**src/sv/dhtnse_pkg.sv**
```systemverilog
// ---------------------------------------------------------------------------
// dhtnse_pkg
// shared widths, outcome codes and per-count estimator constants
// ---------------------------------------------------------------------------
package dhtnse_pkg;

   localparam int MAX_NODES_DEF   = 16;
   localparam int MAX_NODES_LIMIT = 64;
   localparam int MIN_NODES       = 4;
   localparam int DIST_W          = 64;
   localparam int NUM_W           = 51;   // 3*Q*Q - V, k up to 64
   localparam int TQ_W            = 19;   // 3*Q, k up to 64
   localparam int SUM_W           = 76;   // rank-weighted sum of Q0.64 distances
   localparam int DEN_W           = SUM_W + TQ_W;
   localparam int QUO_W           = 64;
   localparam int FRAC_SH         = 64;   // numerator is (3QQ - V) * 2^(16+64)

   typedef enum logic [1:0] {
      OUT_VALID = 2'd0,
      OUT_FEW   = 2'd1,
      OUT_ZERO  = 2'd2
   } outcome_type;

   typedef struct packed {
      logic insert;
      logic shift;
   } cell_ctl_type;

   // numerator (3*Q*Q - V) for k nodes, already scaled by 2^16, zero when not positive
   function automatic logic [NUM_W-1:0] num_of(int k);
      longint unsigned q, v, w, top;
      q = 0;
      v = 0;
      for (int i = 1; i <= k; i++) q = q + longint'(i * i);
      for (int j = 1; j <= k; j++) begin
         w = longint'((k * (k + 1) - (j - 1) * j) / 2);
         v = v + w * w;
      end
      top = 3 * q * q;
      return (top > v) ? NUM_W'((top - v) << 16) : '0;
   endfunction

   // 3*Q for k nodes
   function automatic logic [TQ_W-1:0] tq_of(int k);
      longint unsigned q;
      q = 0;
      for (int i = 1; i <= k; i++) q = q + longint'(i * i);
      return TQ_W'(3 * q);
   endfunction

endpackage

```
**src/sv/dhtnse_div.sv**
```systemverilog
// ---------------------------------------------------------------------------
// dhtnse_div
// restoring divider, one quotient bit per cycle, saturating 64-bit quotient
// ---------------------------------------------------------------------------
module dhtnse_div (
   input  logic                          clock,
   input  logic                          reset,
   input  logic                          start,
   input  logic [dhtnse_pkg::NUM_W-1:0]  num,
   input  logic [dhtnse_pkg::DEN_W-1:0]  den,
   output logic                          done,
   output logic [63:0]                   quo
);
   import dhtnse_pkg::*;

   localparam int NB = NUM_W + FRAC_SH;   // numerator bits

   logic                busy_ff, busy_in;
   logic [6:0]          bit_ff, bit_in;
   logic [DEN_W-1:0]    rem_ff, rem_in;
   logic [DEN_W-1:0]    den_ff, den_in;
   logic [NUM_W-1:0]    num_ff, num_in;
   logic [QUO_W-1:0]    quo_ff, quo_in;
   logic                ovf_ff, ovf_in;
   logic                done_ff, done_in;
   logic [DEN_W:0]      rem_sh;
   logic                nbit, ge;
   logic [6:0]          bsub;

   always_comb begin
      bsub   = bit_ff - 7'(FRAC_SH);
      nbit   = (bit_ff >= 7'(FRAC_SH)) ? num_ff[bsub[5:0]] : 1'b0;
      rem_sh = {rem_ff, nbit};
      ge     = rem_sh >= {1'b0, den_ff};

      busy_in = busy_ff;
      bit_in  = bit_ff;
      rem_in  = rem_ff;
      den_in  = den_ff;
      num_in  = num_ff;
      quo_in  = quo_ff;
      ovf_in  = ovf_ff;
      done_in = 1'b0;
      if (start) begin
         busy_in = 1'b1;
         bit_in  = 7'(NB - 1);
         rem_in  = '0;
         den_in  = den;
         num_in  = num;
         quo_in  = '0;
         ovf_in  = 1'b0;
      end else if (busy_ff) begin
         rem_in = ge ? DEN_W'(rem_sh - {1'b0, den_ff}) : rem_sh[DEN_W-1:0];
         quo_in = {quo_ff[QUO_W-2:0], ge};
         ovf_in = ovf_ff | (ge && (bit_ff >= 7'(QUO_W)));
         bit_in = bit_ff - 7'd1;
         if (bit_ff == 7'd0) begin
            busy_in = 1'b0;
            done_in = 1'b1;
         end
      end
   end

   always_ff @(posedge clock) begin
      if (reset) begin
         busy_ff <= 1'b0;
         done_ff <= 1'b0;
      end else begin
         busy_ff <= busy_in;
         done_ff <= done_in;
      end
      bit_ff <= bit_in;
      rem_ff <= rem_in;
      den_ff <= den_in;
      num_ff <= num_in;
      quo_ff <= quo_in;
      ovf_ff <= ovf_in;
   end

   assign done = done_ff;
   assign quo  = ovf_ff ? {QUO_W{1'b1}} : quo_ff;

endmodule
```
**config.mk**
```make
export PLATFORM = sky130hd
export DESIGN_NAME = dhtnse_div
export DESIGN_NICKNAME = d
export VERILOG_FILES = /design/src/sv/dhtnse_pkg.sv /design/src/sv/dhtnse_div.sv
export SDC_FILE = /design/constraint.sdc
export NUM_CORES = 1
export LEC_CHECK = 0
export BUFFER_PORTS_ARGS = -buffer_cell sky130_fd_sc_hd__buf_2
export CELL_PAD_IN_SITES_DETAIL_PLACEMENT = 0
export CELL_PAD_IN_SITES_GLOBAL_PLACEMENT = 1
export CORE_ASPECT_RATIO = 1.75
export CORE_UTILIZATION = 45
export CTS_CLUSTER_SIZE = 20
export DETAILED_ROUTE_END_ITERATION = 10
export GPL_TIMING_DRIVEN = 0
export PLACE_DENSITY_LB_ADDON = 0.1
export SYNTH_ARGS = -nofsm -noshare
export SYNTH_HDL_FRONTEND = slang
export SYNTH_SLANG_ARGS = --single-unit
```
**constraint.sdc**
```tcl
create_clock -name clock -period 5 [get_ports clock]
set_input_delay 0.5 -clock clock [delete_from_list [all_inputs] [get_ports clock]]
set_output_delay 0.5 -clock clock [all_outputs]
set_load 0.01 [all_outputs]
```
Word level (Yosys, flattened, before mapping)
Index checks and enable logic that the tools add are counted.

word-level totals
  register bits after elaboration = 315
  input bits = 149
  output and inout port bits = 65
  logic and storage cells = 28

cells by class
  add/sub/neg operators = 3
  order comparisons = 3
  multiplexer cells = 9
  bitwise operators = 2
  reduce and logical (&&, ||, !) cells = 3

operator list
  kind                   number
  $ge A96 B95 Y1         1
  $mux W95               1
  $sub A95 B95 Y95       1
  $mux W64               1
  $ge A7 B7 Y1 const B   1
  $logic_not A7 Y1       1
  $lt A6 B7 Y1 const B   1
  $sub A7 B1 Y7 const B  1
  $bmux W1 S6            1
  $mux W1                6
  $sub A6 B1 Y6 const B  1
  $reduce_or A3 Y1       1
  $logic_and A1 B1 Y1    1
  $not A1 Y1             1
  $or A1 B1 Y1           1

Logic depth before layout (Yosys ltp)
Gate-level depths: netlist (run 1).

  depth after elaboration = 7
  mapped depth = 24
  mapped depth without buffers = 20

Worst setup path before layout (run 1)
OpenSTA, ideal clock, no wires.

  path type = flip-flop to flip-flop
  from = register bit_ff[0]
  to = register rem_ff[53]
  setup time = 0.128 ns
  arrival = 4.309 ns
  data required time = 4.872 ns
  setup slack = 0.563 ns
  cell stages (with the launch flop) = 23
  cells stage by stage = dfxtp_1 > buf_2 > buf_2 > mux4_2 > mux4_2 > nand2_1 > nand2_1 > o211ai_1 > ha_1 > fa_1 > nand2b_1 > a21oi_1 > o21ai_1 > nand2b_1 > a211oi_2 > o211ai_1 > a31oi_1 > buf_4 > buf_4 > buf_2 > o211ai_1 > o21ai_0 > nor2_1

between the ends
  longest elaborated chain between the ends = 6
  elaborated cells between the ends (all ways) = 8
  classes of those cells = 2 x add/sub; 2 x order compare; 4 x mux

RTL lines
  item                                                       RTL line                            source
  from (decl)                                                dhtnse_div.sv:19                    logic [6:0] bit_ff, bit_in;
  from (signal assigned)                                     dhtnse_div.sv:72                    bit_ff <= bit_in;
  $sub A6 B1 Y6                                              dhtnse_div.sv:31                    bsub = bit_ff - 7'(FRAC_SH);
  $bmux W1 S6                                                dhtnse_div.sv:32                    nbit = (bit_ff >= 7'(FRAC_SH)) ? num_ff[bsub[5:0]] : 1'b0;
  $mux W1 (not written as such)                              dhtnse_div.sv:32
  $mux W1 *                                                  dhtnse_div.sv:32
  $sub A95 B95 Y95 / $ge A96 B95 Y1 (equally long branches)  dhtnse_div.sv:53, dhtnse_div.sv:34
  $mux W95 *                                                 dhtnse_div.sv:53                    rem_in = ge ? DEN_W'(rem_sh - {1'b0, den_ff}) : rem_sh[DEN_W-1:0];
  to (signal assigned)                                       dhtnse_div.sv:73                    rem_ff <= rem_in;
  to (decl)                                                  dhtnse_div.sv:20                    logic [DEN_W-1:0] rem_ff, rem_in;

Every way passes the cells marked *; elsewhere a longest branch is shown, timed or not. The select of a mux whose other input is x is not followed.
A chain may end at the register's enable or synchronous reset.

Final worst setup path (run 1)
  from = register bit_ff[0]
  to = register rem_ff[88]

Same word-level chain as after synthesis.

==> results.toml, run 1 <==
[cts]
cts.sinks = 315
cts_made_buffers = 31
cts_max_level = 1
path_clk_slew_ns = 0.07
clockBufferDepth = 3
cts.hold.buffers_added = 0
cts-root-buf = "clkbuf_16"
clk_latency_ns = 0.61
cts_tree = "yes"

[place]
gp_congestion = 1.03
hpwlAfterDp_um = 45500
place_inst = 2833
dpl_worst_slack_ns = -1.21
post_dp_cell_area_sq_mm = 0.0204
io_buffers = 213

[sta]
slew_viol_final = 0
worst_pin_slew_ns = 1.04
fin_crit_sh = 0.973
setup_tns_ns = 0
worst_slack_ns = 0.135
finalCriticalPeriod_ns = 4.87
fmax_ghz = 0.206
max-slew-margin-rel = 0.305
fin_hold_ws_ns = 0.0644
finalHoldViolCount = 0
finalClockSkew_ns = 0.0331
setup_viol = 0

[power_and_ir_drop]
vdd_ir_drop_max_v = 0.000313
p_leak_nw = 9.35
p_per_area_mw_per_mm2 = 346
power_mw = 7.56

[routing]
vias_per_cell = 5.60
num_vias = 16300
drtIter0Drc = 872
wl_per_cell_um = 20.3
wl_um = 58900
drc = 0
ant_nets = 0
dr.pass1.iters = 6

[final_layout]
n_antenna_cell = 0
layout.nets = 2574
fin_cells = 2902
synthToLayoutAreaGrowth_pct = 17.4
post-route-cell-area_sq_mm = 0.0218
drive_gt1_frac = 0.189
final_util = 0.535
num-fill-cells = 3901

[hold_path]
min_path_cells = 1
hp-start = "den[9]"
hold_class = "in -> reg"

[setup_path]
crit_end = "rem_ff[88]"
worstPathRequired_ns = 5.47
slowest_delay_ns = 0.52
cp-end-kind = "register"
crit_path_start = "bit_ff[0]"
reg2reg_from = "bit_ff[0]"
r2r_end = "rem_ff[88]"
worst-endpoint-arrival_ns = 5.34
ff2ff_path_depth = 21
cpMaxStageDelayCell = "mux4_2"
crit_chain = "buf_6 -> buf_4 -> mux4_2 -> mux4_2 -> nand2_1 -> nand2_1 -> o211ai_1 -> ha_2 -> fa_2 -> nand2b_4 -> a21oi_4 -> o211ai_1 -> o211ai_1 -> nand4b_1 -> buf_4 -> a21oi_4 -> a31oi_4 -> o21bai_4 -> a311oi_1 -> a41o_1 -> a21oi_1"
crit_path_max_fanout = 5
reg2reg_slack_ns = 0.13
start_kind = "register"
worstSetupPathType = "reg -> reg"
timing.critical_path.mode_cell = "o211ai_1"

[floorplan]
initial_core_util = 0.456
die_w_um = 156
io_pins = 214
coreArea_sq_mm = 0.0408
die_area_sq_mm = 0.0422
std_cell_rows = 98
die_h_um = 271

[grt]
antenna_found_initial = 1
grt_pass1_wl_um = 90500
overflow = 0
grt_usage = 0.279
grt_pass1_vias = 16500
grt_max_degree = 97

[synthesis]
ys_warn_count = 0
ys_ff_latch = 315
synth_top_cells_by_area = "edfxtp_1, dfxtp_1, ha_1"
yosysTopAreaCell = "edfxtp_1"
seq_area_frac_synth = 0.418
ys_types = 78
syn-num-nets = 2316
synth_cells = 2069
synth_edf_count = 146
netlist_area_sq_mm = 0.0186
synth_ff_type = "dfxtp_1"
ys_async_sr_fraction = 0
avgSynthCellArea_sq_um = 8.99
synth_top_area_share = 0.236

[status]
status = "complete, no violations"

[run]
drv_cap = 0
[routing by layer]
metal,vias to the layer above,share of wire,track usage
met5,-,0.00022,0
met1,7682,0.37,0.294
met2,489,0.53,0.532
met4,2,0.050,0.133
met3,137,0.047,0.0388
li1,7941,-,-
[cell type report]
cell class	instances	area, sq um	area share
flip-flops and latches	315	7770	0.356
clock inverters	13	110	0.00504
well taps	550	688	0.0315
repair buffers	226	1210	0.0553
clock buffers	45	935	0.0428
multi-input cells	1509	10000	0.460
plain buffers	121	627	0.0287
inverters	123	462	0.0211
[kinds of logic after synthesis]
| logic type | after synthesis | share of synthesized area |
|---|---|---|
| simple gates | 655 | 0.166 |
| compound gates | 559 | 0.187 |
| flops | 315 | 0.418 |
| buf+inv | 245 | 0.0533 |
| mux | 109 | 0.0683 |
| fa+ha+maj | 98 | 0.0663 |
| xor+xnor | 88 | 0.0414 |
[cell usage in the layout (no fill, tap or decap), types with 5 or more instances in the layout]
| cell | n |
|---|---|
| nor2_1 | 277 |
| buf_2 | 230 |
| a21oi_1 | 187 |
| dfxtp_1 | 168 |
| edfxtp_1 | 146 |
| nand2_1 | 143 |
| inv_1 | 123 |
| o21ai_0 | 100 |
| ha_1 | 96 |
| mux2i_1 | 92 |
| clkbuf_1 | 80 |
| or2_2 | 69 |
| a211oi_1 | 65 |
| xor2_1 | 50 |
| nand4_1 | 49 |
| xnor2_1 | 38 |
| clkbuf_16 | 33 |
| a21o_1 | 32 |
| o211ai_1 | 31 |
| nor3_1 | 22 |
| o21bai_1 | 22 |
| buf_4 | 19 |
| a31oi_1 | 17 |
| nor2b_1 | 17 |
| nand2b_1 | 15 |
| mux4_2 | 14 |
| o21a_1 | 14 |
| nand3_1 | 12 |
| o21ai_1 | 12 |
| nor4_1 | 11 |
| o22ai_1 | 8 |
| buf_6 | 7 |
| or3_1 | 6 |
| a21boi_0 | 6 |
| clkbuf_8 | 6 |
| buf_1 | 5 |
| nor3b_1 | 5 |
| and3_1 | 5 |
[worst max-delay path, delay by kind of cell, from the launching register on]
kind / cells / cell delay [ns]
mux: 2 / 0.98
compound gates: 10 / 2.01
fa+ha+maj: 2 / 0.48
flops: 1 / 0.33
buf+inv: 3 / 0.44
simple gates: 4 / 0.50
[Yosys cell counts, types with 5 or more instances]
master	instances
a211oi_1	66
a21boi_0	6
a21o_1	32
a21oi_1	192
a31oi_1	21
and3_1	5
buf_2	27
buf_4	8
clkbuf_1	81
dfxtp_1	169
edfxtp_1	146
ha_1	97
inv_1	123
mux2i_1	92
mux4_2	14
nand2_1	143
nand2b_1	17
nand3_1	13
nand4_1	49
nor2_1	278
nor2b_1	17
nor3_1	22
nor3b_1	5
nor4_1	12
o211ai_1	31
o21a_1	14
o21ai_0	107
o21ai_1	7
o21bai_1	24
o22ai_1	8
or2_2	69
or3_1	6
xnor2_1	38
xor2_1	50
[timing repair]
action                                 in CTS  in global routing
pin swaps                                   5                  4
setup buffers                               7                  4
endpoints found under the hold margin       0                  0
resized for setup                          48                 36
cloned                                      1                  0
setup endpoints to repair                  97                 97
[state kept, by name, summed over array words and instances, names as in the netlist]
register,cells
done,1
rem_ff,95
num_ff,51
busy_ff,1
den_ff,95
quo_ff,64
bit_ff,7
ovf_ff,1
[worst min path at each step]
stage	endpoint
after floorplan	rem_ff[94]
after global placement	quo_ff[63]
after detailed placement	rem_ff[94]
after CTS	den_ff[9]
after global routing	den_ff[9]
final	den_ff[9]
[power breakdown]
group	switching [mW]	internal [mW]	total [mW]
registers	0.0931	2.88	2.97
logic	1.36	0.827	2.19
clock network	1.05	1.35	2.40
total	2.50	5.06	7.56
(Power assumes the default switching activity.)
==> inputs of run 2 (changes only) <==
CORE_UTILIZATION = 40   (was 45)
==> results.toml, run 2 (synthesis results as in run 1) <==
[cts]
cts.hold.buffers_added = 0
path_clk_slew_ns = 0.07
cts_max_level = 2
clockBufferDepth = 3
cts_tree = "yes"
clk_latency_ns = 0.54
cts.sinks = 315
cts-root-buf = "clkbuf_16"
cts_made_buffers = 34

[grt]
overflow = 0
antenna_found_initial = 2
grt_pass1_vias = 16400
grt_pass1_wl_um = 90200
grt_max_degree = 97
grt_usage = 0.251

[sta]
slew_viol_final = 0
worst_pin_slew_ns = 1.19
max-slew-margin-rel = 0.204
fin_hold_ws_ns = 0.131
finalHoldViolCount = 0
setup_tns_ns = 0
setup_viol = 0
fin_crit_sh = 0.975
fmax_ghz = 0.205
rsz0062_at_grt = "true"
finalClockSkew_ns = 0.0199
finalCriticalPeriod_ns = 4.88

[floorplan]
die_w_um = 165
initial_core_util = 0.405
coreArea_sq_mm = 0.0459
die_area_sq_mm = 0.0474
io_pins = 214
die_h_um = 287
std_cell_rows = 104

[final_layout]
reg.largest.list = "den_ff x95, rem_ff x95, quo_ff x64"
post-route-cell-area_sq_mm = 0.0221
layout_common_cells = "nor2_1, buf_2, a21oi_1"
seq_area_sq_mm = 0.00777
num-fill-cells = 4603
final_common_cell = "nor2_1"
layout.nets = 2593
synthToLayoutAreaGrowth_pct = 18.8
multi_input_area_sq_mm = 0.0100
drive_gt1_frac = 0.196

[routing]
dr.pass1.iters = 5
wl_per_cell_um = 20.4
ant_nets = 0
num_vias = 16200
wl_um = 60400
vias_per_cell = 5.49
drc = 0
drtIter0Drc = 691

[power_and_ir_drop]
p_leak_nw = 9.48
vdd_ir_drop_max_v = 0.000315
power_mw = 7.68
p_per_area_mw_per_mm2 = 347

[setup_path]
crit_path_max_fanout = 4
cpMaxStageDelayCell = "a31oi_2"
worst-endpoint-arrival_ns = 5.26
worstPathRequired_ns = 5.38
critPathTopFamily = "compound AO/OA/AOI/OAI gates"
path_buf_inv = 2
crit_chain = "buf_6 -> buf_4 -> mux4_2 -> mux4_2 -> nand2_1 -> nand2_1 -> o211ai_1 -> ha_2 -> nand2b_1 -> a21oi_1 -> nor4_2 -> o211ai_1 -> a31oi_2 -> o31ai_1 -> a21oi_1 -> o21bai_1 -> xor2_1 -> mux2i_1 -> a211oi_1"
worstSetupPathType = "reg -> reg"
cp-end-kind = "register"
slowest_delay_ns = 0.50
start_kind = "register"

[hold_path]
hold_class = "in -> reg"

[place]
io_buffers = 213
hpwlAfterDp_um = 46500
gp_congestion = 0.943
post_dp_cell_area_sq_mm = 0.0204

[status]
status = "complete, no violations"

[run]
drv_cap = 0
==> run 2: cell types whose count changed in the layout (fill, tap and decap cells not counted), sizes merged <==
cell    delta
buf       +10
clkbuf     +2
clkinv     +8
diode      +2
==> run 2: power by group <==
part	switching (mW)	leakage (nW)	total, mW	internal, mW
Sequential	0.0954	2.81	2.98	2.88
Clock	1.09	0.515	2.44	1.35
Combinational	1.38	6.16	2.26	0.882
==> run 2: area by class of cell <==
cell class / instances / area share
diodes: 2 / 0.000226
plain buffers: 121 / 0.0299
clock buffers: 41 / 0.0406
clock inverters: 21 / 0.00713
inverters: 123 / 0.0209
multi-input cells: 1509 / 0.454
flip-flops and latches: 315 / 0.351
well taps: 583 / 0.0330
repair buffers: 242 / 0.0624
==> run 2: path summary, 6_finish.rpt <==
path                                    to  slack, ns        from  cells after the start
worst min-delay path            den_ff[10]       0.13     den[10]                      1
worst max-delay path            rem_ff[51]       0.12   bit_ff[0]                     19
worst max register to register  rem_ff[51]       0.12   bit_ff[0]                     19
worst min register to register  rem_ff[94]       0.48  rem_ff[94]                      2
==> run 2: what timing repair did <==
action | in CTS | in global routing
setup buffers | 5 | 18
gates cloned | 1 | 4
gates resized for setup | 50 | 59
hold endpoints to repair | 0 | 0
pin swaps | 4 | 14
setup endpoints to repair | 97 | 97
==> run 2: through the flow <==
step | setup WS, ns | util | instances
global placement | -1.10 | 0.444 | 2865
floorplan | 0.563 | - | 2069
CTS | -0.00127 | 0.472 | 2933
global route | -0.141 | 0.481 | 2956
detailed placement | -1.09 | 0.445 | 2866
finish | 0.125 | 0.481 | 2957
==> run 2: routing by layer <==
metal / global-route usage / part of all wire / vias to the layer above
met4: 0.135 / 0.057 / 2
li1: - / - / 7965
met2: 0.478 / 0.53 / 443
met5: 0 / 0.00028 / -
met3: 0.0371 / 0.046 / 153
met1: 0.256 / 0.37 / 7673
