`config.mk`:
```
export PLATFORM = sky130hd
export DESIGN_NAME = dhtnse_cell
export DESIGN_NICKNAME = d
export VERILOG_FILES = /design/src/sv/dhtnse_pkg.sv /design/src/sv/dhtnse_cell.sv
export SDC_FILE = /design/constraint.sdc
export NUM_CORES = 1
export LEC_CHECK = 0
export BUFFER_PORTS_ARGS = -buffer_cell sky130_fd_sc_hd__buf_4
export CORE_MARGIN = 3
export CORE_UTILIZATION = 52
export DETAILED_ROUTE_END_ITERATION = 8
export GPL_TIMING_DRIVEN = 0
export PLACE_DENSITY = 0.83
export RECOVER_POWER = 100
export SKIP_CTS_REPAIR_TIMING = 1
export SLEW_MARGIN = 20
export SYNTH_ARGS = -nofsm -noshare
export SYNTH_HDL_FRONTEND = slang
export SYNTH_SLANG_ARGS = --single-unit
```
`constraint.sdc`:
```
create_clock -name clock -period 5 [get_ports clock]
set_input_delay 0 -clock clock [delete_from_list [all_inputs] [get_ports clock]]
set_output_delay 0 -clock clock [all_outputs]
set_load 0.02 [all_outputs]
```
`src/sv/dhtnse_pkg.sv`:
```
// ---------------------------------------------------------------------------
// dhtnse_pkg
// shared widths, outcome codes and per-count estimator constants
// ---------------------------------------------------------------------------
package dhtnse_pkg;

   localparam int MAX_NODES_DEF   = 16;
   localparam int MAX_NODES_LIMIT = 64;
   localparam int MIN_NODES       = 4;
   localparam int DIST_W          = 64;
   localparam int NUM_W           = 51;   // 3*Q*Q - V, k up to 64
   localparam int TQ_W            = 19;   // 3*Q, k up to 64
   localparam int SUM_W           = 76;   // rank-weighted sum of Q0.64 distances
   localparam int DEN_W           = SUM_W + TQ_W;
   localparam int QUO_W           = 64;
   localparam int FRAC_SH         = 64;   // numerator is (3QQ - V) * 2^(16+64)

   typedef enum logic [1:0] {
      OUT_VALID = 2'd0,
      OUT_FEW   = 2'd1,
      OUT_ZERO  = 2'd2
   } outcome_type;

   typedef struct packed {
      logic insert;
      logic shift;
   } cell_ctl_type;

   // numerator (3*Q*Q - V) for k nodes, already scaled by 2^16, zero when not positive
   function automatic logic [NUM_W-1:0] num_of(int k);
      longint unsigned q, v, w, top;
      q = 0;
      v = 0;
      for (int i = 1; i <= k; i++) q = q + longint'(i * i);
      for (int j = 1; j <= k; j++) begin
         w = longint'((k * (k + 1) - (j - 1) * j) / 2);
         v = v + w * w;
      end
      top = 3 * q * q;
      return (top > v) ? NUM_W'((top - v) << 16) : '0;
   endfunction

   // 3*Q for k nodes
   function automatic logic [TQ_W-1:0] tq_of(int k);
      longint unsigned q;
      q = 0;
      for (int i = 1; i <= k; i++) q = q + longint'(i * i);
      return TQ_W'(3 * q);
   endfunction

endpackage

```
`src/sv/dhtnse_cell.sv`:
```
// ---------------------------------------------------------------------------
// dhtnse_cell
// one slot of the sorted distance chain: insert from left, drain to left
// ---------------------------------------------------------------------------
module dhtnse_cell (
   input  logic                      clock,
   input  dhtnse_pkg::cell_ctl_type  ctl,
   input  logic                      slot_used,
   input  logic [63:0]               dist_new,
   input  logic [63:0]               left_value,
   input  logic                      left_gt,
   input  logic [63:0]               right_value,
   output logic [63:0]               value,
   output logic                      gt
);
   import dhtnse_pkg::*;

   logic [DIST_W-1:0] value_ff, value_in;

   // an empty slot counts as larger than any new distance
   assign gt = !slot_used || (value_ff > dist_new);

   always_comb begin
      value_in = value_ff;
      if (ctl.insert && gt) begin
         value_in = left_gt ? left_value : dist_new;
      end else if (ctl.shift) begin
         value_in = right_value;
      end
   end

   always_ff @(posedge clock) begin
      value_ff <= value_in;
   end

   assign value = value_ff;

endmodule

```
; Yosys cells after proc, flatten, opt, wreduce, memory -nomap -nowiden
; Index checks and enable logic that the tools add are counted.
[classes]
n_lt_le_gt_ge = 1
mux = 3
n_reduce_logical = 4
[op_table]
columns = op, count
row1 = $mux W64, 3
row2 = $gt A64 B64 Y1, 1
row3 = $reduce_bool A2 Y1, 1
row4 = $logic_and A1 B1 Y1, 1
row5 = $logic_not A1 Y1, 1
row6 = $logic_or A1 B1 Y1, 1
[totals]
ff_bits = 64
in_bits = 197
out_inout_bits = 65
wordCells = 9

; Depth between registers and ports, before layout
; Gate-level depths: netlist (run 1).
[depth]
ltp_word = 4
mapped_depth = 11
depth_no_buf = 9

; Worst setup path before layout (run 1)
; Ideal clock, no wire load.
[synth_timing]
path_type = register to register
from = register value_ff[47] (netlist: value[47])
to = register value_ff[0] (netlist: value[0]), enable pin
setup_time_ps = 846
arrival_time_ps = 3898
required_ps = 4154
setup_slack_ps = 256
path_stages_with_launch = 10
n_path_buf = 2
period_less_slack_ps = 4744
cell_sequence = edfxtp_1 -> ha_1 -> nand4_1 -> nor4_2 -> nand4_1 -> or3_1 -> clkbuf_1 -> clkbuf_1 -> o211ai_1 -> nand3b_1
[synth_via]
elab_chain_cells = 4
[synth_rtl]
columns = element, line_no
row1 = start: declaration, dhtnse_cell.sv:18  ; logic [DIST_W-1:0] value_ff, value_in;
row2 = start signal: assignment, dhtnse_cell.sv:33  ; value_ff <= value_in;
row3 = $gt A64 B64 Y1, dhtnse_cell.sv:21  ; assign gt = !slot_used || (value_ff > dist_new);
row4 = $logic_or A1 B1 Y1, dhtnse_cell.sv:21
row5 = $logic_and A1 B1 Y1, dhtnse_cell.sv:25  ; if (ctl.insert && gt) begin
row6 = $reduce_bool A2 Y1 (no source line), --
; No other way between the ends.
; A chain may end at the register's enable or synchronous reset.

; Worst setup path after layout (run 1)
[layout_timing]
from = register value_ff[62] (netlist: value[62])
to = register value_ff[46] (netlist: value[46]), enable pin
; Same word-level chain as after synthesis.

==> results by group, run 1 <==
Worst setup path
  – Worst EP required: 4990 ps
  – Crit path kind: flop to flop
  – Worst setup EP type: flop
  – Arrival @ worst endpoint: 4530 ps
  – CP max FO: 14
  – Startpoint types: flop

Power
  – Maximum VDD drop: 0.157 mV
  – Power Density: 251 nW/µm²
  – Switch Pwr: 0.000930 W
  – Cell internal pwr: 0.00143 W
  – Comb pwr share: 43.0%
  – Leakage: 4.18 nW
  – Clock power frac: 23.7%
  – Sw frac: 39.4%
  – Sequential share of power: 33.2%

Synth
  – Commonest cells in the netlist: o21ai_0, inv_1, nand2_1
  – Netlist cell types: 34
  – Yosys top cell by area: edfxtp_1
  – Yosys reg bits: 64
  – Post-Syn Area: 7190 µm²
  – Synthesized instance count: 967
  – Synth area leaders: edfxtp_1, ha_1, o21ai_0, o2111ai_1, inv_1
  – Post-synth top area share: 26.7%
  – Ys flop type: edfxtp_1
  – Number of synthesis warnings: 0
  – Syn avg cell area: 7.43 µm²
  – Post-Syn Nets: 1228
  – Most instantiated library cell after synthesis: o21ai_0
  – Asr flop ratio synth: 0%
  – Seq/Total Area, Yosys: 26.7%
  – Post-synth EDFFs: 64

Detailed routing
  – Router iterations before antenna repair: 6
  – DRT Wirelength: 26.0 mm
  – DR WL/cell: 18.3 µm
  – Via density: 6.17
  – Post-route ant nets: 0
  – Vias: 8771
  – Initial DRC Count: 1016
  – Remaining DRCs: 0

Global routing
  – Total GRT Usage: 32.6%
  – Vias in the first global route: 8001
  – First-pass GRT wire length: 39.8 mm
  – Initial antenna violation count: 0
  – Largest net degree at the start of global routing: 18
  – GRT overflow: 0

Timing
  – FMAX: 0.220 GHz
  – Final worst path period share: 90.7%
  – Clock skew: 7.87 ps
  – RSZ-0062 raised after global routing: no
  – Relative slew margins: 5.55%
  – Worst hold slack: -4.21 ps
  – Setup violators final: 0
  – Max Slew Vio Count: 0
  – Worst-margin pin slew: 1410 ps
  – Post-layout min period: 4540 ps
  – Final hold vios: 1

Die
  – IO Count: 262
  – Die area: 15300 µm²
  – Die width: 124 µm
  – CORE AREA: 13400 µm²
  – Die Ht: 124 µm
  – Std cell rows: 42
  – Starting Density: 53.7%

Layout
  – Layout cells sized above 1: 18.3%
  – Layout Area Growth over Synthesis: 30.8%
  – Filler cell count in the final layout: 1184
  – Post-Layout Cell Count: 1421
  – Antenna cells: 0
  – Nets@finish: 1503
  – Max reg flops: 64

CTS
  – H-tree depth: 3
  – Latest clock arrival within the worst-skew pair: 340 ps
  – Clock slew at reported path FFs: 60 ps
  – CTS Buffer Depth: 2
  – Clk root buf: clkbuf_16
  – CTS sink cnt: 64
  – TritonCTS clock tree: done
  – TritonCTS buffer count: 9

Outcome
  – Outcome: complete, but fails checks
  – Failing checks: hold timing

Place
  – PortBufs: 260
  – Hpwl dp: 19.9 mm
  – GP Congestion: 0.911
  – Placed cells: 1407

Worst hold path
  – Worst hold path type: primary input to flop

Job
  – Max-cap violations: 0
-- layer usage --
| layer | GRT usage [%] | part of all wire (%) |
|---|---|---|
| met2 | 54.8 | 48 |
| met3 | 5.09 | 11 |
| met5 | 0 | 0 |
| met4 | 11.3 | 3.2 |
| met1 | 42.8 | 38 |
-- placed cells by master, fill, tap and decap left out, types with 2 or more instances in the layout --
master     netlist  routed
edfxtp_1        64      64
nor2_1           5       5
nand2_1         81      81
a22oi_1          2       2
nand4_1         78      78
a21o_1           6       6
clkbuf_1        74     142
nand3_1         65      65
clkbuf_16        0       9
buf_2            7       7
buf_4            0     195
inv_1          130     130
o2111ai_1       64      64
a31oi_1         64      64
buf_6            5       7
ha_1            64      64
a21oi_1         31      31
nor3_1           2       3
nand2b_1        65      65
buf_1            2       2
nor4_1           3       3
o21ai_0        138     138
o211ai_1         4       4
-- layout make-up --
cell class,instances,area [µm²],share of cell area [%]
Timing Repair Buffer,264,1750,18.6
Tap cell,176,220,2.34
Clock inverter,2,8.76,0.0932
Clock buffer,12,236,2.52
Inverter,130,488,5.19
Buffer,88,377,4.01
Multi-Input combinational cell,685,4400,46.8
Sequential cell,64,1920,20.4
-- logic make-up after synthesis --
family	count (synthesis)	share of synthesized area [%]
AOI/OAI and AO/OA	315	27.3
adders and majority gates	64	11.1
buffers and inverters	218	12.0
DFF	64	26.7
muxes	1	0.157
and+or+nand+nor	305	22.6
-- per-stage QoR --
step	worst slack, ps	setup TNS [ps]	power (W)	utilization (%)	cell area, µm²
global placement	-1350	-86320	0.00184	69.9	9360
detailed placement	644	0	0.00187	70.2	9410
global route	246	0	0.00250	70.1	9400
finish	464	0	0.00236	70.1	9400
CTS	582	0	0.00242	72.1	9660
floorplan	256	0	0.00140	-	7190
-- final timing paths --
path	start	endpoint	slack, ps	depth (start not counted)
worst min-delay path	right_value[42]	value[42]	-4	3
worst max register to register	value[62]	value[46]	460	9
worst min register to register	value[36]	value[2]	1270	6
worst max-delay path	value[62]	value[46]	460	9
-- power groups by stage --
stage	registers [W]	logic, W	clock network, W
after global routing	0.000792	0.00112	0.000585
after CTS	0.000784	0.00108	0.000556
final	0.000784	0.00101	0.000560
after floorplan	0.000899	0.000504	0
after global placement	0.000799	0.00104	0
after detailed placement	0.000792	0.00107	0
-- critical path, stage by stage (launching register included) --
cell      delay (ps)
edfxtp_1         430
ha_1             330
nand4_1          220
nor4_1           890
a21o_1           300
clkbuf_1         500
clkbuf_1         410
o211ai_1         150
nand3b_1         490
clkbuf_2         470
Power figures use the tool's default switching activity.
==> inputs of run 2 (changes only) <==
- CORE_ASPECT_RATIO: not set -> 0.6
==> run 2 against run 1 <==
  * Final cell count decreased by 0.21%
  * Sequential share of layout area down 0.11 points
  * Non-clock buffer count up 2
  * Maximum frequency shrank 0.45%
  * Flip-flop and latch count unchanged
  * Sequential power hardly changed
  * Highest routed layer unchanged
  * The run still ends with hold timing left
  * First-iteration DRC count rose by 6.0%
  * Power up 4.5%
  * Combinational power increased by 4%
  * Largest power group unchanged
==> results by group, run 2 (synthesized netlist as in run 1, its figures left out) <==
Power
  – Leakage: 4.21 nW (was 4.18 nW)
  – Maximum VDD drop: 0.184 mV (was 0.157 mV)
  – Power Density: 261 nW/µm² (was 251 nW/µm²)

Detailed routing
  – Router iterations before antenna repair: 6 (unchanged)
  – DRT Wirelength: 28.3 mm (was 26.0 mm)
  – Remaining DRCs: 0 (unchanged)
  – Vias: 9054 (was 8771)
  – DR WL/cell: 20.0 µm (was 18.3 µm)
  – Initial DRC Count: 1077 (was 1016)
  – Post-route ant nets: 0 (unchanged)
  – Via density: 6.39 (was 6.17)

Place
  – Hpwl dp: 21.9 mm (was 19.9 mm)
  – GP Congestion: 0.940 (was 0.911)
  – PortBufs: 260 (unchanged)
  – Placed cells: 1402 (was 1407)
  – Dpl cell area: 9420 µm² (was 9410 µm²)

Die
  – Die area: 15300 µm² (about the same)
  – IO Count: 262 (unchanged)
  – Die Ht: 97.1 µm (was 124 µm)
  – Die width: 158 µm (was 124 µm)
  – CORE AREA: 13200 µm² (was 13400 µm²)
  – Starting Density: 54.6% (was 53.7%)
  – Std cell rows: 32 (was 42)

Global routing
  – First-pass GRT wire length: 42.2 mm (was 39.8 mm)
  – Vias in the first global route: 8201 (was 8001)
  – Initial antenna violation count: 0 (unchanged)
  – Total GRT Usage: 34.5% (was 32.6%)
  – GRT overflow: 0 (unchanged)
  – Largest net degree at the start of global routing: 16 (was 18)

Timing
  – Relative slew margins: 5.32% (was 5.55%)
  – Post-layout min period: 4560 ps (was 4540 ps)
  – RSZ-0062 raised after global routing: no (unchanged)
  – Worst-margin pin slew: 1410 ps (about the same)
  – Worst hold slack: -8.26 ps (was -4.21 ps)
  – Final worst path period share: 91.1% (was 90.7%)
  – Max Slew Vio Count: 0 (unchanged)
  – Final hold vios: 8 (was 1)
  – FMAX: 0.219 GHz (was 0.220 GHz)
  – Clock skew: 11.2 ps (was 7.87 ps)
  – Setup violators final: 0 (unchanged)

Layout
  – Most frequent cells in the layout: buf_4, clkbuf_1, o21ai_0 (unchanged)
  – Layout Area Growth over Synthesis: 31.4% (was 30.8%)
  – Nets@finish: 1505 (was 1503)
  – Antenna cells: 0 (unchanged)
  – Post-Layout Cell Count: 1418 (was 1421)
  – Design area: 9450 µm² (was 9400 µm²)
  – Commonest non-fill, non-tap cell in the layout: buf_4 (unchanged)
  – Layout cells sized above 1: 18.6% (was 18.3%)
  – Max reg flops: 64 (unchanged)

Worst setup path
  – WP depth: 10 (was 9)
  – Cell family with most CP delay: buffers and inverters (was simple AND/OR/NAND/NOR gates)
  – Flop-to-flop setup slack: 440 ps (was 460 ps)
  – Worst path bufs/invs: 4 (was 3)
  – Reg2Reg Depth: 10 (was 9)
  – Slowest cell on the critical path: nor4_1 (unchanged)
  – Worst EP required: 5000 ps (was 4990 ps)
  – Crit path kind: flop to flop (unchanged)
  – Most used cell along the critical path: clkbuf_1 (unchanged)
  – Startpoint types: flop (unchanged)
  – Worst setup EP type: flop (unchanged)
  – RR Endpoint: value[30] (was value[46])
  – Worst path max stage delay: 860 ps (was 890 ps)
  – CP max FO: 15 (was 14)
  – FF-to-FF Start: value[53] (was value[62])
  – Arrival @ worst endpoint: 4560 ps (was 4530 ps)
  – Crit-path cells: ha_1, nand4_1, nor4_1, a21o_1, clkbuf_1, clkbuf_1, o211ai_1, nand3b_1, buf_8, clkbuf_2 (was ha_1, nand4_1, nor4_1, a21o_1, clkbuf_1, clkbuf_1, o211ai_1, nand3b_1, clkbuf_2)

Worst hold path
  – Hold path cells: 3 (unchanged)
  – Worst hold path type: primary input to flop (unchanged)
  – Worst Hold End: value[1] (was value[42])
  – Hold Path Origin: right_value[1] (was right_value[42])

CTS
  – TritonCTS buffer count: 9 (unchanged)
  – Clk root buf: clkbuf_16 (unchanged)
  – Latest clock arrival within the worst-skew pair: 350 ps (was 340 ps)
  – CTS Buffer Depth: 2 (unchanged)
  – H-tree depth: 3 (unchanged)
  – Clock slew at reported path FFs: 60 ps (about the same)
  – CTS sink cnt: 64 (unchanged)
  – TritonCTS clock tree: done (unchanged)

Outcome
  – Outcome: complete, but fails checks (unchanged)
  – Failing checks: hold timing (unchanged)

Job
  – Max-cap violations: 0 (unchanged)
-- run 2: changes by cell type in the layout (fill, tap and decap cells not counted), sizes merged --
cell,change
clkbuf,-2
dlygate4sd3,+1
bufinv,+1
clkinv,+2
buf,+1
-- run 2: layout make-up --
class / instances / area [µm²]
plain buffers: 88 / 377
clock buffers: 10 / 229
clock inverters: 5 / 48.8
fillers: 1123 / 3720
inverters: 130 / 488
multi-input cells: 685 / 4400
flip-flops and latches: 64 / 1920
well taps: 170 / 213
repair buffers: 266 / 1780
-- run 2: layer usage --
metal  up-vias  share of wire (%)  GRT usage, %
met5         -                  0             0
met4         0                2.0          7.93
met3        66                 15          8.77
met2       721                 43          52.5
met1      4116                 40          49.1
li1       4151                  -             -
-- run 2: worst reg2reg max path: stages (launching register included) --
cell	delay [ps]
edfxtp_1	470
ha_1	360
nand4_1	200
nor4_1	860
a21o_1	300
clkbuf_1	460
clkbuf_1	430
o211ai_1	180
nand3b_1	350
buf_8	220
clkbuf_2	380
-- run 2: how the worst max path moves through the flow --
| stage | start | to | slack, ps |
|---|---|---|---|
| after floorplan | value[47] | value[0] | 260 |
| after global placement | value[57] | value[23] | -1500 |
| after detailed placement | value[61] | value[23] | 610 |
| after CTS | value[62] | value[31] | 590 |
| after global routing | value[61] | value[30] | 240 |
| final | value[53] | value[30] | 440 |
-- run 2: metrics by stage --
stage                     TNS, ps  total power (W)  utilization, %  hold slack [ps]  setup WS, ps
final                           0          0.00246            71.7            -8.26           443
after detailed placement        0          0.00189            71.5              340           614
after CTS                       0          0.00251            73.6            -7.29           594
after global placement     -95590          0.00186            71.0              337         -1500
after global routing            0          0.00258            71.7             1.41           239
after floorplan                 0          0.00140               -              229           256
-- run 2: power breakdown --
group	internal, W	switching, W	leakage, nW
Sequential	0.000720	0.0000669	0.650
Clock	0.000379	0.000249	0.140
Combinational	0.000384	0.000663	3.42
==> inputs of run 3 (changes only) <==
- BUFFER_PORTS_ARGS: -buffer_cell sky130_fd_sc_hd__buf_4 -> not set
- CELL_PAD_IN_SITES_DETAIL_PLACEMENT: not set -> 1
- CELL_PAD_IN_SITES_GLOBAL_PLACEMENT: not set -> 2
- CORE_UTILIZATION: 52 -> 35
- CTS_BUF_LIST: not set -> sky130_fd_sc_hd__clkbuf_16
- DONT_BUFFER_PORTS: not set -> 1
- PLACE_DENSITY: 0.83 -> not set
- PLACE_DENSITY_LB_ADDON: not set -> 0.1
==> run 3 against run 2 <==
  * The run ends with hold timing, capacitance limit, slew limit left
  * Register-to-register slack is essentially flat
  * Maximum frequency about the same
  * First-iteration DRC count shrank 23%
  * Sequential power is 17% higher
  * Final cell count down 6.9%
  * Largest cell class unchanged
  * Highest routed layer unchanged
==> results by group, run 3 (synthesized netlist as in run 1, its figures left out) <==
Timing
  – Final worst path period share: 91.0% (was 91.1%)
  – Relative slew margins: -1.48% (was 5.32%)
  – Worst hold slack: -4.01 ps (was -8.26 ps)
  – Max Slew Vio Count: 11 (was 0)
  – FMAX: 0.220 GHz (was 0.219 GHz)
  – Final hold vios: 1 (was 8)
  – Final worst slack: 448 ps (was 443 ps)
  – Post-layout min period: 4550 ps (was 4560 ps)
  – Sum Neg Setup Slack: 0 ps (unchanged)
  – Setup violators final: 0 (unchanged)
  – Clock skew: 9.06 ps (was 11.2 ps)
  – Worst-margin pin slew: 1510 ps (was 1410 ps)
  – RSZ-0062 raised after global routing: no (unchanged)

CTS
  – TritonCTS clock tree: done (unchanged)
  – Latest clock arrival within the worst-skew pair: 350 ps (about the same)
  – H-tree depth: 3 (unchanged)
  – CTS Buffer Depth: 2 (unchanged)
  – CTS sink cnt: 64 (unchanged)
  – TritonCTS buffer count: 9 (unchanged)
  – Clk root buf: clkbuf_16 (unchanged)
  – Clock slew at reported path FFs: 60 ps (about the same)

Worst setup path
  – Arrival @ worst endpoint: 4550 ps (was 4560 ps)
  – Startpoint types: flop (unchanged)
  – Worst EP required: 5000 ps (about the same)
  – Worst setup EP type: flop (unchanged)
  – CP max FO: 17 (was 15)
  – Crit path kind: flop to flop (unchanged)

Global routing
  – GRT overflow: 0 (unchanged)
  – First-pass GRT wire length: 45.1 mm (was 42.2 mm)
  – Initial antenna violation count: 0 (unchanged)
  – Vias in the first global route: 7485 (was 8201)
  – Largest net degree at the start of global routing: 18 (was 16)
  – Total GRT Usage: 26.4% (was 34.5%)

Layout
  – Post-Layout Cell Count: 1320 (was 1418)
  – Commonest non-fill, non-tap cell in the layout: o21ai_0 (was buf_4)
  – Nets@finish: 1310 (was 1505)
  – Area of the multi-input gates: 4420 µm² (was 4400 µm²)
  – Final core occ: 43.6% (was 71.7%)
  – Most frequent cells in the layout: o21ai_0, inv_1, nand2_1 (was buf_4, clkbuf_1, o21ai_0)
  – Layout Area Growth over Synthesis: 18.6% (was 31.4%)
  – Layout cells sized above 1: 3.70% (was 18.6%)
  – Max reg flops: 64 (unchanged)
  – Register area: 1920 µm² (unchanged)
  – Filler cell count in the final layout: 2441 (was 1123)
  – Antenna cells: 0 (unchanged)

Detailed routing
  – Post-route ant nets: 0 (unchanged)
  – DRT Wirelength: 32.1 mm (was 28.3 mm)
  – Initial DRC Count: 826 (was 1077)
  – DR WL/cell: 24.3 µm (was 20.0 µm)
  – Vias: 8064 (was 9054)
  – Remaining DRCs: 0 (unchanged)
  – Router iterations before antenna repair: 6 (unchanged)
  – Via density: 6.11 (was 6.39)

Place
  – PortBufs: 0 (was 260)
  – Placement Setup Slack: 77.4 ps (was 614 ps)
  – Hpwl dp: 23.9 mm (was 21.9 mm)
  – GP Congestion: 0.848 (was 0.940)
  – Placed cells: 1238 (was 1402)

Die
  – Starting Density: 36.7% (was 54.6%)
  – CORE AREA: 19600 µm² (was 13200 µm²)
  – Die width: 191 µm (was 158 µm)
  – IO Count: 262 (unchanged)
  – Die area: 22400 µm² (was 15300 µm²)
  – Std cell rows: 39 (was 32)
  – Die Ht: 117 µm (was 97.1 µm)

Power
  – Leakage: 3.49 nW (was 4.21 nW)
  – Power Density: 277 nW/µm² (was 261 nW/µm²)
  – Maximum VDD drop: 0.141 mV (was 0.184 mV)

Outcome
  – Failing checks: hold timing, capacitance limit, slew limit (was hold timing)
  – Outcome: complete, but fails checks (unchanged)

Job
  – Max-cap violations: 1 (was 0)

Worst hold path
  – Worst hold path type: primary input to flop (unchanged)
## run 3: cell type report
type                            count  share of cell area [%]
Multi-Input combinational cell    685                    51.8
Sequential cell                    64                    22.5
Timing Repair Buffer               71                    8.32
Inverter                          130                    5.72
Buffer                             88                    4.42
Tap cell                          266                    3.90
Clock buffer                        9                    2.64
Clock inverter                      7                   0.660
## run 3: routing by layer
metal / GRT usage (%) / vias up / part of all wire (%) / routed length, µm
li1: - / 3765 / - / -
met1: 39.2 / 3878 / 48 / 15400
met2: 37.3 / 391 / 40 / 13000
met3: 8.78 / 30 / 10 / 3320
met4: 4.93 / 0 / 1.2 / 386
met5: 0 / - / 0 / 0
## run 3: critical path, stage by stage (launching register included)
cell and delay [ps]:
edfxtp_1 500, ha_1 380, nand4_1 200, nor4_4 560
a21oi_1 110, o21ai_0 300, a21o_1 250, clkbuf_1 510
clkbuf_1 440, o211ai_1 160, nand3b_1 200, buf_8 200
clkbuf_2 380
## run 3: power breakdown
group / internal [W] / switching, W / total, W
registers: 0.000725 / 0.000198 / 0.000922
clock network: 0.000378 / 0.000257 / 0.000635
logic: 0.000289 / 0.000517 / 0.000805
## run 3: path summary, 6_finish.rpt
path              slack, ps        end  cells after the start            start
hold reg to reg        1510   value[0]                      6        value[36]
setup / recovery        450  value[31]                     12        value[47]
hold / removal           -4  value[35]                      2  right_value[35]
setup reg to reg        450  value[31]                     12        value[47]
## run 3: metrics by stage
stage               instance area, µm²  power [W]
detailed placement                7590    0.00166
CTS                               7870    0.00230
finish                            8530    0.00236
global route                      8530    0.00250
global placement                  7520    0.00165
floorplan                         7190    0.00140
